**src/sv/rdke_pkg.sv**
```systemverilog
`timescale 1ns / 1ps
// ----------------------------------------------------------------------------
// rdke_pkg
// Shared types and constants for the rotary dial key encoder: held table
// sizing, key actions, controller states and the command/status bundles.
// ----------------------------------------------------------------------------
package rdke_pkg;

  // Held key table
  localparam int HELD_DEPTH = 8;
  localparam int IDX_W      = (HELD_DEPTH > 1) ? $clog2(HELD_DEPTH) : 1;
  localparam int FILL_W     = $clog2(HELD_DEPTH + 1);

  // Field widths
  localparam int PULSE_W = 5;
  localparam int KEY_W   = 14;
  localparam int COUNT_W = 4;
  localparam int LZ_W    = 4;

  // Dial codes and limits
  localparam logic [PULSE_W-1:0] PULSE_DIGIT_MAX = 5'd10;
  localparam logic [PULSE_W-1:0] PULSE_OPT_NUM   = 5'd18;  // option 1
  localparam logic [PULSE_W-1:0] PULSE_OPT_CODE  = 5'd17;  // option 2
  localparam logic [KEY_W-1:0]   ASCII_ZERO      = 14'd48;
  localparam int                 VALUE_MAX       = 9999;
  localparam logic [COUNT_W-1:0] COUNT_MAX       = 4'd15;

  typedef enum logic [1:0] {
    ACT_TYPE        = 2'd0,
    ACT_PRESS       = 2'd1,
    ACT_RELEASE     = 2'd2,
    ACT_RELEASE_ALL = 2'd3
  } action_t;

  typedef enum logic [1:0] {
    KSEL_ASCII,
    KSEL_ACC,
    KSEL_HELD,
    KSEL_ZERO
  } key_sel_t;

  typedef enum logic [3:0] {
    S_IDLE,
    S_DECODE,
    S_NUM,
    S_RA_LEAVE,
    S_RA_ENTER,
    S_ACCUM,
    S_JUDGE,
    S_SEARCH,
    S_DECIDE,
    S_REL_MATCH,
    S_TYPE,
    S_WALK,
    S_PRESS
  } state_t;

  // Controller to datapath
  typedef struct packed {
    logic     load_in;
    logic     emit;
    action_t  emit_act;
    key_sel_t emit_key;
    logic     emit_last;
    logic     set_num_mode;
    logic     enter_code;
    logic     accum;
    logic     latch_lz;
    logic     clear_seq;
    logic     ptr_zero;
    logic     ptr_inc;
    logic     ptr_dec;
    logic     ptr_top;
    logic     remove;
    logic     append;
  } cmd_t;

  // Datapath to controller
  typedef struct packed {
    logic is_digit;
    logic is_opt_num;
    logic is_opt_code;
    logic code_mode;
    logic stuck;
    logic overflow;
    logic below_min;
    logic fill_zero;
    logic fill_full;
    logic ptr_at_last;
    logic match;
    logic mark_at_ptr;
    logic marks_below;
    logic marks_any;
    logic lz_zero;
    logic lz_hold;
    logic emit_ok;
  } status_t;

endpackage

```
**src/sv/rdke_ctrl.sv**
```systemverilog
`timescale 1ns / 1ps
// ----------------------------------------------------------------------------
// rdke_ctrl
// Sequencer: decodes each dial turn, steps the code-mode judgment, walks the
// held table and paces result transfers against the output register.
// ----------------------------------------------------------------------------
module rdke_ctrl
  import rdke_pkg::*;
(
  input  logic    clk,
  input  logic    rst_n,
  input  logic    in_valid,
  output logic    in_ready,
  input  status_t st,
  output cmd_t    cmd
);

  state_t state_r, state_nxt;

  // State register
  always_ff @(posedge clk) begin
    if (!rst_n) begin
      state_r <= S_IDLE;
    end else begin
      state_r <= state_nxt;
    end
  end

  // Next state
  always_comb begin
    state_nxt = state_r;
    case (state_r)
      S_IDLE: begin
        if (in_valid) state_nxt = S_DECODE;
      end
      S_DECODE: begin
        if (st.is_digit) begin
          if (!st.code_mode)  state_nxt = S_NUM;
          else if (st.stuck)  state_nxt = S_IDLE;
          else                state_nxt = S_ACCUM;
        end else if (st.is_opt_num) begin
          state_nxt = st.code_mode ? S_RA_LEAVE : S_IDLE;
        end else if (st.is_opt_code) begin
          state_nxt = st.code_mode ? S_RA_LEAVE : S_RA_ENTER;
        end else begin
          state_nxt = S_IDLE;
        end
      end
      S_NUM: begin
        if (st.emit_ok) state_nxt = S_IDLE;
      end
      S_RA_LEAVE: begin
        if (st.emit_ok) state_nxt = st.is_opt_num ? S_IDLE : S_RA_ENTER;
      end
      S_RA_ENTER: begin
        if (st.emit_ok) state_nxt = S_IDLE;
      end
      S_ACCUM: begin
        state_nxt = st.overflow ? S_IDLE : S_JUDGE;
      end
      S_JUDGE: begin
        if (st.below_min)      state_nxt = S_IDLE;
        else if (st.fill_zero) state_nxt = S_DECIDE;
        else                   state_nxt = S_SEARCH;
      end
      S_SEARCH: begin
        if (st.match)            state_nxt = S_REL_MATCH;
        else if (st.ptr_at_last) state_nxt = S_DECIDE;
      end
      S_REL_MATCH: begin
        if (st.emit_ok) state_nxt = S_IDLE;
      end
      S_DECIDE: begin
        if (st.lz_zero)                     state_nxt = S_TYPE;
        else if (st.lz_hold && !st.fill_full) state_nxt = S_PRESS;
        else                                state_nxt = S_IDLE;
      end
      S_TYPE: begin
        if (st.emit_ok) state_nxt = st.marks_any ? S_WALK : S_IDLE;
      end
      S_WALK: begin
        // leave after the lowest short hold has been released
        if (st.mark_at_ptr) begin
          if (st.emit_ok && !st.marks_below) state_nxt = S_IDLE;
        end
      end
      S_PRESS: begin
        if (st.emit_ok) state_nxt = S_IDLE;
      end
      default: state_nxt = S_IDLE;
    endcase
  end

  // Outputs
  always_comb begin
    cmd      = '0;
    in_ready = 1'b0;
    case (state_r)
      S_IDLE: begin
        in_ready    = 1'b1;
        cmd.load_in = in_valid;
      end
      S_DECODE: ;
      S_NUM: begin
        cmd.emit      = 1'b1;
        cmd.emit_act  = ACT_TYPE;
        cmd.emit_key  = KSEL_ASCII;
        cmd.emit_last = 1'b1;
      end
      S_RA_LEAVE: begin
        cmd.emit         = 1'b1;
        cmd.emit_act     = ACT_RELEASE_ALL;
        cmd.emit_key     = KSEL_ZERO;
        cmd.emit_last    = st.is_opt_num;
        cmd.set_num_mode = st.emit_ok && st.is_opt_num;
      end
      S_RA_ENTER: begin
        cmd.emit       = 1'b1;
        cmd.emit_act   = ACT_RELEASE_ALL;
        cmd.emit_key   = KSEL_ZERO;
        cmd.emit_last  = 1'b1;
        cmd.enter_code = st.emit_ok;
      end
      S_ACCUM: begin
        cmd.accum = 1'b1;
      end
      S_JUDGE: begin
        cmd.latch_lz = 1'b1;
        cmd.ptr_zero = 1'b1;
      end
      S_SEARCH: begin
        cmd.ptr_inc = !st.match && !st.ptr_at_last;
      end
      S_REL_MATCH: begin
        cmd.emit      = 1'b1;
        cmd.emit_act  = ACT_RELEASE;
        cmd.emit_key  = KSEL_ACC;
        cmd.emit_last = 1'b1;
        cmd.remove    = st.emit_ok;
        cmd.clear_seq = st.emit_ok;
      end
      S_DECIDE: begin
        // a hold with the table full is dropped but still ends the sequence
        cmd.clear_seq = st.lz_hold && !st.lz_zero && st.fill_full;
      end
      S_TYPE: begin
        cmd.emit      = 1'b1;
        cmd.emit_act  = ACT_TYPE;
        cmd.emit_key  = KSEL_ACC;
        cmd.emit_last = !st.marks_any;
        cmd.clear_seq = st.emit_ok;
        cmd.ptr_top   = st.emit_ok;
      end
      S_WALK: begin
        if (st.mark_at_ptr) begin
          cmd.emit      = 1'b1;
          cmd.emit_act  = ACT_RELEASE;
          cmd.emit_key  = KSEL_HELD;
          cmd.emit_last = !st.marks_below;
          cmd.remove    = st.emit_ok;
          cmd.ptr_dec   = st.emit_ok && st.marks_below;
        end else begin
          cmd.ptr_dec = 1'b1;
        end
      end
      S_PRESS: begin
        cmd.emit      = 1'b1;
        cmd.emit_act  = ACT_PRESS;
        cmd.emit_key  = KSEL_ACC;
        cmd.emit_last = 1'b1;
        cmd.append    = st.emit_ok;
        cmd.clear_seq = st.emit_ok;
      end
      default: ;
    endcase
  end

endmodule

```
**src/sv/rdke_dpath.sv**
```systemverilog
`timescale 1ns / 1ps
// ----------------------------------------------------------------------------
// rdke_dpath
// Datapath: input register, mode and sequence state, held key table with
// shift-down removal, walk pointer and the result output register.
// ----------------------------------------------------------------------------
module rdke_dpath
  import rdke_pkg::*;
(
  input  logic               clk,
  input  logic               rst_n,
  input  logic [PULSE_W-1:0] in_pulse_count,
  input  cmd_t               cmd,
  output status_t            st,
  output logic               out_valid,
  input  logic               out_ready,
  output logic [1:0]         out_action,
  output logic [KEY_W-1:0]   out_key,
  output logic               out_last
);

  // Minimum digit count for a value (leading zeros included)
  function automatic logic [2:0] min_count(input logic [KEY_W-1:0] v);
    logic [2:0] mc;
    if (v <= 14'd2)       mc = 3'd6;
    else if (v < 14'd10)  mc = 3'd2;
    else if (v <= 14'd25) mc = 3'd3;
    else if (v < 14'd100) mc = 3'd2;
    else                  mc = 3'd3;
    return mc;
  endfunction

  logic [PULSE_W-1:0] pulse_r;
  logic               code_mode_r;
  logic               stuck_r;
  logic [COUNT_W-1:0] count_r;
  logic [KEY_W-1:0]   acc_r;
  logic [FILL_W-1:0]  fill_r;
  logic [IDX_W-1:0]   ptr_r;
  logic [LZ_W-1:0]    lz_r;
  logic [KEY_W-1:0]   held_val_r [HELD_DEPTH];
  logic [HELD_DEPTH-1:0] held_mark_r;

  logic               out_valid_r;
  logic [1:0]         out_action_r;
  logic [KEY_W-1:0]   out_key_r;
  logic               out_last_r;

  logic [3:0]         digit;
  logic [KEY_W+3:0]   next_val;
  logic [2:0]         mc;
  logic [HELD_DEPTH-1:0] below_mask;
  logic [HELD_DEPTH-1:0] fill_mask;
  logic [KEY_W-1:0]   held_at_ptr;
  logic [KEY_W-1:0]   emit_key;
  logic               emit_ok;

  // Digit decode and value build (acc * 10 + digit)
  assign digit    = (pulse_r == PULSE_DIGIT_MAX) ? 4'd0 : pulse_r[3:0];
  assign next_val = {1'b0, acc_r, 3'b000} + {3'b000, acc_r, 1'b0} + (KEY_W+4)'(digit);
  assign mc       = min_count(acc_r);

  assign held_at_ptr = held_val_r[ptr_r];

  always_comb begin
    for (int k = 0; k < HELD_DEPTH; k++) begin
      below_mask[k] = (k < int'(ptr_r));
      fill_mask[k]  = (k < int'(fill_r));
    end
  end

  assign emit_ok = !out_valid_r || out_ready;

  // Status to controller
  always_comb begin
    st             = '0;
    st.is_digit    = (pulse_r != '0) && (pulse_r <= PULSE_DIGIT_MAX);
    st.is_opt_num  = (pulse_r == PULSE_OPT_NUM);
    st.is_opt_code = (pulse_r == PULSE_OPT_CODE);
    st.code_mode   = code_mode_r;
    st.stuck       = stuck_r;
    st.overflow    = (next_val > (KEY_W+4)'(VALUE_MAX));
    st.below_min   = (count_r < COUNT_W'(mc));
    st.fill_zero   = (fill_r == '0);
    st.fill_full   = (fill_r == FILL_W'(HELD_DEPTH));
    st.ptr_at_last = (FILL_W'(ptr_r) == fill_r - 1'b1);
    st.match       = (held_at_ptr == acc_r);
    st.mark_at_ptr = held_mark_r[ptr_r];
    st.marks_below = |(held_mark_r & below_mask);
    st.marks_any   = |(held_mark_r & fill_mask);
    st.lz_zero     = (lz_r == '0);
    st.lz_hold     = (lz_r == 4'd2) || (lz_r == 4'd4);
    st.emit_ok     = emit_ok;
  end

  // Input register
  always_ff @(posedge clk) begin
    if (cmd.load_in) pulse_r <= in_pulse_count;
  end

  // Mode and sequence state
  always_ff @(posedge clk) begin
    if (!rst_n) begin
      code_mode_r <= 1'b0;
      stuck_r     <= 1'b0;
      count_r     <= '0;
      acc_r       <= '0;
      fill_r      <= '0;
    end else begin
      if (cmd.set_num_mode) code_mode_r <= 1'b0;
      if (cmd.enter_code) begin
        code_mode_r <= 1'b1;
        stuck_r     <= 1'b0;
        count_r     <= '0;
        acc_r       <= '0;
        fill_r      <= '0;
      end
      if (cmd.accum) begin
        if (st.overflow) begin
          stuck_r <= 1'b1;
        end else begin
          acc_r <= next_val[KEY_W-1:0];
          if (count_r != COUNT_MAX) count_r <= count_r + 1'b1;
        end
      end
      if (cmd.clear_seq) begin
        count_r <= '0;
        acc_r   <= '0;
      end
      if (cmd.remove) fill_r <= fill_r - 1'b1;
      if (cmd.append) fill_r <= fill_r + 1'b1;
    end
  end

  // Walk pointer and leading-zero count
  always_ff @(posedge clk) begin
    if (cmd.latch_lz) lz_r <= count_r - COUNT_W'(mc);
    if (cmd.ptr_zero)     ptr_r <= '0;
    else if (cmd.ptr_inc) ptr_r <= ptr_r + 1'b1;
    else if (cmd.ptr_dec) ptr_r <= ptr_r - 1'b1;
    else if (cmd.ptr_top) ptr_r <= IDX_W'(fill_r - 1'b1);
  end

  // Held table: removal closes the gap, append writes at the fill point
  always_ff @(posedge clk) begin
    if (cmd.remove) begin
      for (int k = 0; k < HELD_DEPTH - 1; k++) begin
        if (k >= int'(ptr_r)) begin
          held_val_r[k]  <= held_val_r[k+1];
          held_mark_r[k] <= held_mark_r[k+1];
        end
      end
    end
    if (cmd.append) begin
      held_val_r[fill_r[IDX_W-1:0]]  <= acc_r;
      held_mark_r[fill_r[IDX_W-1:0]] <= (lz_r == 4'd2);
    end
  end

  // Result key select
  always_comb begin
    case (cmd.emit_key)
      KSEL_ASCII: emit_key = ASCII_ZERO + KEY_W'(digit);
      KSEL_ACC:   emit_key = acc_r;
      KSEL_HELD:  emit_key = held_at_ptr;
      KSEL_ZERO:  emit_key = '0;
      default:    emit_key = '0;
    endcase
  end

  // Output register
  always_ff @(posedge clk) begin
    if (!rst_n) begin
      out_valid_r <= 1'b0;
    end else if (cmd.emit && emit_ok) begin
      out_valid_r <= 1'b1;
    end else if (out_ready) begin
      out_valid_r <= 1'b0;
    end
  end

  always_ff @(posedge clk) begin
    if (cmd.emit && emit_ok) begin
      out_action_r <= cmd.emit_act;
      out_key_r    <= emit_key;
      out_last_r   <= cmd.emit_last;
    end
  end

  assign out_valid  = out_valid_r;
  assign out_action = out_action_r;
  assign out_key    = out_key_r;
  assign out_last   = out_last_r;

endmodule

```
**src/sv/rotary_dial_key_encoder_top.sv**
```systemverilog
`timescale 1ns / 1ps
// ----------------------------------------------------------------------------
// rotary_dial_key_encoder_top
// Turns finished dial pulse counts into key type / press / release actions,
// with a number mode (ASCII digits) and a code mode (decimal key values with
// short and plain holds kept in an eight-entry table).
// ----------------------------------------------------------------------------
//  channel | ports                               | dir | handshake
//  input   | in_pulse_count                      | in  | in_valid / in_ready
//  result  | out_action, out_key, out_last       | out | out_valid / out_ready
//
//  One dial turn at a time. The held-table search visits one table entry per
//  cycle; the short-hold release walk does too, but stalls at a marked entry
//  until the output register can take its release.
//  Each result waits in the output register; a stalled out_ready holds the
//  sequencer. Reset (rst_n low, synchronous) leaves number mode, empty table.
// ----------------------------------------------------------------------------
module rotary_dial_key_encoder_top
  import rdke_pkg::*;
(
  input  logic               clk,
  input  logic               rst_n,
  input  logic               in_valid,
  output logic               in_ready,
  input  logic [PULSE_W-1:0] in_pulse_count,
  output logic               out_valid,
  input  logic               out_ready,
  output logic [1:0]         out_action,
  output logic [KEY_W-1:0]   out_key,
  output logic               out_last
);

  cmd_t    cmd;
  status_t st;

  rdke_ctrl u_ctrl (
    .clk      (clk),
    .rst_n    (rst_n),
    .in_valid (in_valid),
    .in_ready (in_ready),
    .st       (st),
    .cmd      (cmd)
  );

  rdke_dpath u_dpath (
    .clk            (clk),
    .rst_n          (rst_n),
    .in_pulse_count (in_pulse_count),
    .cmd            (cmd),
    .st             (st),
    .out_valid      (out_valid),
    .out_ready      (out_ready),
    .out_action     (out_action),
    .out_key        (out_key),
    .out_last       (out_last)
  );

  // A new turn is never taken while the previous one is in progress
  a_one_item: assert property (@(posedge clk) disable iff (!rst_n)
    (in_valid && in_ready) |=> !in_ready)
    else $error("input accepted twice in a row");

  // A hold is never appended to a full table
  a_no_overfill: assert property (@(posedge clk) disable iff (!rst_n)
    cmd.append |-> !st.fill_full)
    else $error("append with held table full");

  // Removal only from a non-empty table
  a_remove_nonempty: assert property (@(posedge clk) disable iff (!rst_n)
    cmd.remove |-> !st.fill_zero)
    else $error("remove from empty held table");

  // Nothing is emitted while waiting for input
  a_idle_quiet: assert property (@(posedge clk) disable iff (!rst_n)
    in_ready |-> !cmd.emit)
    else $error("result emitted while idle");

endmodule
```
**config.mk**
```make
export PLATFORM = sky130hd
export DESIGN_NAME = rotary_dial_key_encoder_top
export DESIGN_NICKNAME = d
export VERILOG_FILES = /design/src/sv/rdke_pkg.sv /design/src/sv/rdke_ctrl.sv /design/src/sv/rdke_dpath.sv /design/src/sv/rotary_dial_key_encoder_top.sv
export SDC_FILE = /design/constraint.sdc
export NUM_CORES = 1
export LEC_CHECK = 0
export BUFFER_PORTS_ARGS = -buffer_cell sky130_fd_sc_hd__buf_2
export CELL_PAD_IN_SITES_DETAIL_PLACEMENT = 0
export CELL_PAD_IN_SITES_GLOBAL_PLACEMENT = 2
export CORE_MARGIN = 2
export CORE_UTILIZATION = 45
export DETAILED_ROUTE_END_ITERATION = 7
export GPL_TIMING_DRIVEN = 0
export HOLD_SLACK_MARGIN = 0.06
export PLACE_DENSITY = 0.84
export SYNTH_ARGS = -nofsm -noshare
export SYNTH_HDL_FRONTEND = slang
export SYNTH_SLANG_ARGS = --single-unit
```
**constraint.sdc**
```tcl
create_clock -name clk -period 7.8 [get_ports clk]
set_clock_uncertainty 0.2 [all_clocks]
set_input_delay 1.17 -clock clk [delete_from_list [all_inputs] [get_ports clk]]
set_output_delay 1.17 -clock clk [all_outputs]
set_load 0.005 [all_outputs]
```
==> metrics, run 1 <==
run status finished with violations; failing checks max-capacitance violations; number of remaining DRC errors 0; I/O Pins 28; number of synthesized flops with an enable pin 139; Tot Pwr between 2 and 3 mW; Synth Cell Area 10700 um^2; Die Wd 158 um; area of the multi-input gates 5270 um^2; dpl ws 3.01 ns; r2r setup slk 3.01 ns; CP endpoint kind flop; R2R Path End u_dpath.acc_r[13]; # nets final 1142; fin. max-slew vios 0; die height 158 um; total wire length 32900 um; first-pass GRT wire length 49500 um; WHS Endpoint u_dpath.code_mode_r; ys async rst share 0; total track usage 0.271; Clock Path Buffers 2; GRT overflow 0; hold path cells 2; Clk Latency, worst-skew pair 0.44 ns; Final setup viols 0; sequential fraction of the synthesis area 0.469; crit start category flop; Reg area 5010 um^2; final hold viol count 0; antenna violations before repair 1; Max IR drop VDD 0.149 mV; RR Startpoint u_dpath.acc_r[0]; clock slew at reported path FFs 0.08 ns; RSZ-0062 raised after global routing no; kind of critical path flop to flop; Syn Inst Count 1042; Worst Max-Slew Pin Slew 1.50 ns; Max-Slew Margin vs Limit 0.000809; antenna-violating nets left 0; WP data required 7.95 ns; main flop type after synthesis edfxtp_1; setup total negative slack 0 ns; total core area 23400 um^2; launch point of the critical path u_dpath.acc_r[0]; HPWL Detailed around 24000 um; Synth top area share 0.391; Inst Count DP 1393; die area 25000 um^2; clk sinks 181; DRC violation total after the first TritonRoute iteration 883; Synth top cells by count 139 x edfxtp_1, 112 x a21oi_1, 100 x nor2_1, 81 x nand2_1, 60 x o21ai_0; CP peak stage delay between 0.5 and 0.6 ns; Final Critical Period 4.79 ns; fin crit share 0.614; area leader, netlist edfxtp_1; fill count 2227; Hold Startpoint u_dpath.code_mode_r; Syn-to-layout area delta 11.6%; register bit total from synthesis 181; CTS tree built; DRT Pass-1 Iters 8; Highest Clock Rate 209 MHz; yosys synthesis warning count 0; CTS resizes 0; syn avg cell area between 10 and 15 um^2; worst r2r path cells 13; Final WS setup around 3.0 ns; Syn Nets 1091; via count 8553; Critical Path AT 4.94 ns; Post-CTS Setup Bufs 0; PwrDens 234 nW/um^2; P_leak 4.45 nW; RePlAce Congestion 0.839; Layout Utilization 0.509; total CTS buffers 17; FP Rows 56; # H-tree levels 4; Via density 6.00; Clock Root Buffer clkbuf_16; # port buffers 27; Hold-fix buffers, CTS 0; worst min path class flop to flop; fin cells 1426; most common cell in the netlist edfxtp_1; top cells by area, synth edfxtp_1 39%, dfxtp_1 7.9%, a21oi_1 5.2%; post-synth cell types 69; vias in the first global route 8091; initial core utilization 0.457; largest net degree at the start of global routing 20; max capacitance violation total 1; crit-path cells inv_1 -> fa_1 -> inv_1 -> fa_1 -> a21o_1 -> a221oi_2 -> o21ai_0 -> xnor2_1 -> o21ai_0 -> o211ai_1 -> clkbuf_1 -> nand4_1 -> a21oi_1; highest-delay cell along the critical path fa_1; Worst Path Max Fanout 10; routed length per instance 23.1 um; share of layout cells above drive strength 1 0.120
worst max-delay path: cells and delay by family (launching register included):
family                     cells  cell delay (ns)
AOI/OAI and AO/OA              6             1.74
DFF                            1             0.54
xor gates and xnor gates       1             0.23
adders and majority gates      2             1.07
and+or+nand+nor                1             0.14
buffers and inverters          3             0.79
metal layers:
layer | up-vias | GRT usage | routed length, um
li1 | 4009 | - | -
met1 | 4185 | 0.376 | 14600
met2 | 324 | 0.445 | 15700
met3 | 35 | 0.0411 | 2110
met4 | 0 | 0.0725 | 579
met5 | - | 0 | 0
logic make-up after synthesis:
group	share of synthesized area
buf+inv	0.0404
compound gates	0.162
xor+xnor	0.0205
flops	0.469
mux	0.119
simple gates	0.140
fa+ha+maj	0.0482
report_power, final:
part | switching [mW] | internal (mW) | leakage (nW)
Sequential | 0.0606 | 1.12 | 1.60
Clock | 0.432 | 0.462 | 0.296
Combinational | 0.429 | 0.279 | 2.56
layout by cell type (no fill, tap or decap), types with 20 or more instances in the layout:
master,instances
nand3_1,20
mux2i_1,40
nor3_1,28
buf_2,32
mux2_2,29
clkbuf_1,54
nand2_1,81
inv_1,39
dfxtp_1,42
edfxtp_1,139
nor2_1,98
a21oi_1,112
o21ai_0,58
ha_1,38
stage by stage:
stage | hold slack (ns) | instance area (um^2)
after floorplan | 0.286 | 10700
after global placement | 0.329 | 11200
after detailed placement | 0.328 | 11300
after CTS | 0.341 | 11900
after global routing | 0.375 | 11900
final | 0.341 | 11900
flip-flops by register name, indices dropped and copies added, names as in the netlist, named ones only:
| name | cells |
|---|---|
| u_dpath.out_last | 1 |
| u_dpath.acc_r | 14 |
| u_dpath.out_action | 2 |
| u_dpath.stuck_r | 1 |
| u_dpath.out_valid | 1 |
| u_dpath.ptr_r | 3 |
| u_dpath.lz_r | 4 |
| u_dpath.code_mode_r | 1 |
| u_dpath.out_key | 14 |
| u_dpath.held_mark_r | 8 |
| u_ctrl.state_r | 4 |
| u_dpath.held_val_r | 112 |
| u_dpath.fill_r | 4 |
| u_dpath.pulse_r | 5 |
| u_dpath.count_r | 4 |
cell type report:
cell class,count,area share
antenna,1,0.000210
buffer,67,0.0233
timing repair buffer,32,0.0176
multi-input combinational,753,0.442
sequential,181,0.421
inverter,41,0.0129
tap,319,0.0335
clock buffer,17,0.0357
clock inverter,15,0.0145
worst max-delay path by stage:
stage | endpoint | slack, ns | depth (start not counted)
after floorplan | u_dpath.held_val_r[6][0] | 3.86 | 6
after global placement | u_dpath.held_val_r[6][9] | 1.99 | 7
after detailed placement | u_dpath.acc_r[13] | 3.01 | 14
after CTS | u_dpath.acc_r[13] | 2.97 | 14
after global routing | u_dpath.acc_r[13] | 2.69 | 13
final | u_dpath.acc_r[13] | 3.01 | 13
No activity file was read; power rests on OpenSTA's default activity.
==> inputs of run 2 (changes only) <==
--- a/config.mk
+++ b/config.mk
@@ -9,11 +9,11 @@
 export CELL_PAD_IN_SITES_DETAIL_PLACEMENT = 0
 export CELL_PAD_IN_SITES_GLOBAL_PLACEMENT = 2
 export CORE_MARGIN = 2
-export CORE_UTILIZATION = 45
+export CORE_UTILIZATION = 42
 export DETAILED_ROUTE_END_ITERATION = 7
 export GPL_TIMING_DRIVEN = 0
 export HOLD_SLACK_MARGIN = 0.06
-export PLACE_DENSITY = 0.84
+export PLACE_DENSITY = 0.79
 export SYNTH_ARGS = -nofsm -noshare
 export SYNTH_HDL_FRONTEND = slang
 export SYNTH_SLANG_ARGS = --single-unit
==> constraint.sdc (replaced) <==
create_clock -name clk -period 4.41 [get_ports clk]
set_clock_uncertainty 0.2 [all_clocks]
set_input_delay 0.6615 -clock clk [delete_from_list [all_inputs] [get_ports clk]]
set_output_delay 0.6615 -clock clk [all_outputs]
set_load 0.005 [all_outputs]
==> metrics, run 2 (synthesis results as in run 1) <==
# port buffers 27; final hold viol count 0; Worst Max-Slew Pin Slew 1.25 ns; number of remaining DRC errors 0; # nets final 1149; Hold-fix buffers, CTS 0; first-pass GRT wire length 51200 um; initial core utilization 0.426; run status finished clean; Syn-to-layout area delta 12.6%; most frequent cells in the layout 139 x edfxtp_1, 112 x a21oi_1, 98 x nor2_1, 81 x nand2_1, 57 x o21ai_0; diode count 0; Final Critical Period about 4.2 ns; RePlAce Congestion 0.837; via count 8530; WP data required 4.58 ns; CTS tree built; Sw Pwr 1.67 mW; clk sinks between 150 and 200; Layout Utilization 0.479; vias in the first global route ~8400; CP endpoint kind flop; total CTS buffers 17; combinational power share 0.262; sequential share of power 0.425; clock power share 0.313; total core area 25100 um^2; Switching Fraction 0.340; antenna violations before repair 0; total wire length between 30000 and 40000 um; HPWL Detailed 24300 um; fin. max-slew vios 0; DRC violation total after the first TritonRoute iteration 677; kind of critical path flop to flop; Max IR drop VDD 0.230 mV; antenna-violating nets left 0; Critical Path AT 4.33 ns; routed length per instance 23.1 um; Via density 5.92; total track usage 0.258; DRT Pass-1 Iters 7; r2r setup slk between 0.2 and 0.25 ns; Clk Latency, worst-skew pair 0.44 ns; share of layout cells above drive strength 1 0.140; Tot Pwr 4.92 mW; largest register by flop count u_dpath.held_val_r; Clock Root Buffer clkbuf_16; Final setup viols 0; Clock Path Buffers 2; max capacitance violation total 0; Internal 3.25 mW; Highest Clock Rate 240 MHz; die height around 160 um; largest net degree at the start of global routing 20; Worst Path Max Fanout 10; I/O Pins 28; # H-tree levels 4; Max-Slew Margin vs Limit 0.164; worst min path class input port to flop; PwrDens 409 nW/um^2; die area around 27000 um^2; most common cell after layout, fill and taps aside edfxtp_1; fin crit share 0.944; GRT overflow 0; clock slew at reported path FFs ~0.08 ns; FP Rows 58; crit start category flop; Largest register FFs 112; P_leak 4.50 nW; Die Wd 164 um
==> run 2: cell types whose count changed in the layout (fill, tap and decap cells not counted), moves of 3 or more <==
cell / before / now
buf_4: 1 / 11
clkbuf_1: 54 / 47
clkbuf_2: 1 / 5
clkinv_8: 1 / 4
inv_6: 6 / 3
==> run 2: final cells by class <==
cell class,instances,area (um^2)
plain buffers,66,284
clock buffers,17,425
well taps,330,413
repair buffers,40,263
fillers,2446,13100
inverters,41,158
multi-input cells,753,5310
flip-flops and latches,181,5020
clock inverters,14,161
==> run 2: timing repair <==
item | 4_1_cts | 5_1_grt
resized for setup | 9 | 17
gates cloned | 0 | 0
pin swaps | 2 | 4
setup buffers | 3 | 6
setup endpoints to repair | 35 | 49
==> run 2: routing by layer <==
layer  track usage  routed length [um]
met1         0.368               15500
met3        0.0371                1830
met5             0                   0
met4        0.0726                 582
met2         0.410               15400
==> run 2: per-stage QoR <==
stage	TNS (ns)	instances	cell area (um^2)	worst slack (ns)	hold slack (ns)
2_1_floorplan	0	1042	10700	0.569	0.286
3_3_place_gp	-34.77	1399	11200	-0.794	0.329
3_5_place_dp	-6.38	1403	11300	-0.377	0.332
4_1_cts	0	1437	12000	0.000246	0.186
5_1_grt	-0.00772	1442	12000	-0.00772	0.189
6_report	0	1442	12000	0.248	0.196
==> run 2: power by group through the flow <==
| stage | combinational [mW] | clock [mW] | sequential (mW) |
|---|---|---|---|
| 6_report | 1.29 | 1.54 | 2.09 |
| 5_1_grt | 1.40 | 1.61 | 2.11 |
| 4_1_cts | 1.27 | 1.55 | 2.09 |
| 3_5_place_dp | 1.26 | 0 | 2.13 |
| 3_3_place_gp | 1.24 | 0 | 2.13 |
| 2_1_floorplan | 0.882 | 0 | 2.09 |
==> run 2: path summary, 6_finish.rpt <==
path / from / end / depth (start not counted)
worst max register to register: u_dpath.pulse_r[1] / u_dpath.acc_r[11] / 14
worst min register to register: u_dpath.held_val_r[1][11] / u_dpath.held_val_r[0][11] / 2
worst min-delay path: in_pulse_count[0] / u_dpath.pulse_r[0] / 1
worst max-delay path: u_dpath.pulse_r[1] / u_dpath.acc_r[11] / 14
==> run 2: worst max-delay path, cell delays in order, from the launching register on <==
cell and delay (ns):
edfxtp_1 0.47, nand2_1 0.12, nand2_1 0.08, fa_1 0.49, inv_1 0.07, fa_1 0.47, a21o_1 0.24, a221oi_4 0.35
o21ai_1 0.15, xnor2_1 0.22, o21ai_0 0.16, o211a_1 0.24, buf_2 0.18, or4_1 0.49, a21oi_1 0.15
==> inputs of run 3 (changes only) <==
--- a/config.mk
+++ b/config.mk
@@ -10,6 +10,7 @@
 export CELL_PAD_IN_SITES_GLOBAL_PLACEMENT = 2
 export CORE_MARGIN = 2
 export CORE_UTILIZATION = 42
+export CTS_CLUSTER_SIZE = 16
 export DETAILED_ROUTE_END_ITERATION = 7
 export GPL_TIMING_DRIVEN = 0
 export HOLD_SLACK_MARGIN = 0.06
==> constraint.sdc (replaced) <==
create_clock -name clk -period 4.41 [get_ports clk]
set_clock_uncertainty 0.2 [all_clocks]
set_input_delay 0.441 -clock clk [delete_from_list [all_inputs] [get_ports clk]]
set_output_delay 0.441 -clock clk [all_outputs]
set_load 0.005 [all_outputs]
==> metrics, run 3 (synthesis results as in run 1) <==
WP data required 4.58 ns; die height 164 um; Max-Slew Margin vs Limit 0.169; Final Instance Area about 12000 um^2; Final Critical Period 4.16 ns; DRC violation total after the first TritonRoute iteration 719; kind of critical path flop to flop; most common cell after layout, fill and taps aside edfxtp_1; RePlAce Congestion around 0.84; antenna violations before repair 0; Clock Path Buffers 2; total track usage 0.258; fill count 2444; CP endpoint kind flop; Clock Root Buffer clkbuf_16; vias in the first global route 8401; Max IR drop VDD 0.228 mV; GRT overflow 0; I/O Pins 28; clock slew at reported path FFs about 0.080 ns; Die Wd 164 um; # H-tree levels 4; Worst Path Max Fanout 10; hold path cells 2; Critical Path AT 4.33 ns; first-pass GRT wire length 51300 um; clk sinks 181; worst min path class input port to flop; DRT Pass-1 Iters 7; Highest Clock Rate about 240 MHz; Post-DP Area between 10000 and 15000 um^2; largest net degree at the start of global routing 20; Final WS setup 0.249 ns; # nets final 1154; total core area 25100 um^2; FP Rows a little under 60; final hold viol count 0; CTS tree built; routed length per instance 23.1 um; share of layout cells above drive strength 1 0.140; dpl ws -0.377 ns; HPWL Detailed 24300 um; largest register by flop count u_dpath.held_val_r; Via density 5.92; initial core utilization 0.426; fin. max-slew vios 0; most frequent cells in the layout 139 x edfxtp_1, 112 x a21oi_1, 98 x nor2_1, 81 x nand2_1, 57 x o21ai_0; Final setup viols 0; diode count 0; PwrDens between 400 and 500 nW/um^2; run status finished clean; Worst Max-Slew Pin Slew about 1.2 ns; die area 26700 um^2; worst r2r path cells 14; Tot Pwr ~5 mW; via count 8567; # port buffers 27; total wire length about 33000 um; Largest register FFs 112; crit start category flop; number of remaining DRC errors 0; total CTS buffers 17; Syn-to-layout area delta 13.1%; final hold slack 0.0992 ns; max capacitance violation total 0; antenna-violating nets left 0; Clk Latency, worst-skew pair 0.44 ns; P_leak 4.52 nW; fin crit share 0.943
==> run 3: power by group <==
group	internal [mW]	total [mW]	switching [mW]
Combinational	0.505	1.29	0.790
Sequential	1.98	2.09	0.107
Clock	0.761	1.54	0.783
Total	3.25	4.93	1.68
==> run 3: worst paths after layout <==
kind | startpoint | to | slack, ns
max | u_dpath.pulse_r[1] | u_dpath.acc_r[11] | 0.25
min | rst_n | u_ctrl.state_r[3] | 0.1
max reg2reg | u_dpath.pulse_r[1] | u_dpath.acc_r[11] | 0.25
min reg2reg | u_dpath.code_mode_r | u_dpath.code_mode_r | 0.35
==> run 3: metal layers <==
| layer | global-route usage | up-vias | wire length, um |
|---|---|---|---|
| li1 | - | 4049 | - |
| met1 | 0.368 | 4228 | 15400 |
| met2 | 0.411 | 254 | 15500 |
| met3 | 0.0371 | 36 | 1910 |
| met4 | 0.0726 | 0 | 572 |
| met5 | 0 | - | 0 |
==> run 3: worst max-delay path: stages (launching register included) <==
cell and delay (ns):
edfxtp_1 0.47, nand2_1 0.12, nand2_1 0.08, fa_1 0.49
inv_1 0.07, fa_1 0.47, a21o_1 0.24, a221oi_4 0.35
o21ai_1 0.15, xnor2_1 0.22, o21ai_0 0.16, o211a_1 0.24
buf_2 0.18, or4_1 0.49, a21oi_1 0.15
==> run 3: cell type report <==
| cell class | count | area, um^2 | area share |
|---|---|---|---|
| multi-input combinational | 753 | 5310 | 0.440 |
| sequential | 181 | 5020 | 0.415 |
| clock buffer | 17 | 425 | 0.0352 |
| tap | 330 | 413 | 0.0342 |
| timing repair buffer | 45 | 313 | 0.0259 |
| buffer | 66 | 284 | 0.0235 |
| clock inverter | 14 | 161 | 0.0134 |
| inverter | 41 | 158 | 0.0130 |
==> run 3: what timing repair did <==
action | 4_1_cts | 5_1_grt
endpoints found under the setup margin | 35 | 49
resized for setup | 9 | 17
buffers inserted | 3 | 6
pin swaps | 2 | 4
hold buffers | 5 | 0
hold endpoints to repair | 5 | 0
==> run 3: per-stage QoR <==
| stage | utilization | instances | setup TNS [ns] |
|---|---|---|---|
| floorplan | - | 1042 | 0 |
| finish | 0.481 | 1447 | 0 |
| detailed placement | 0.451 | 1403 | -6.38 |
| global placement | 0.447 | 1399 | -31.68 |
| CTS | 0.478 | 1442 | 0 |
| global route | 0.481 | 1447 | -0.00772 |
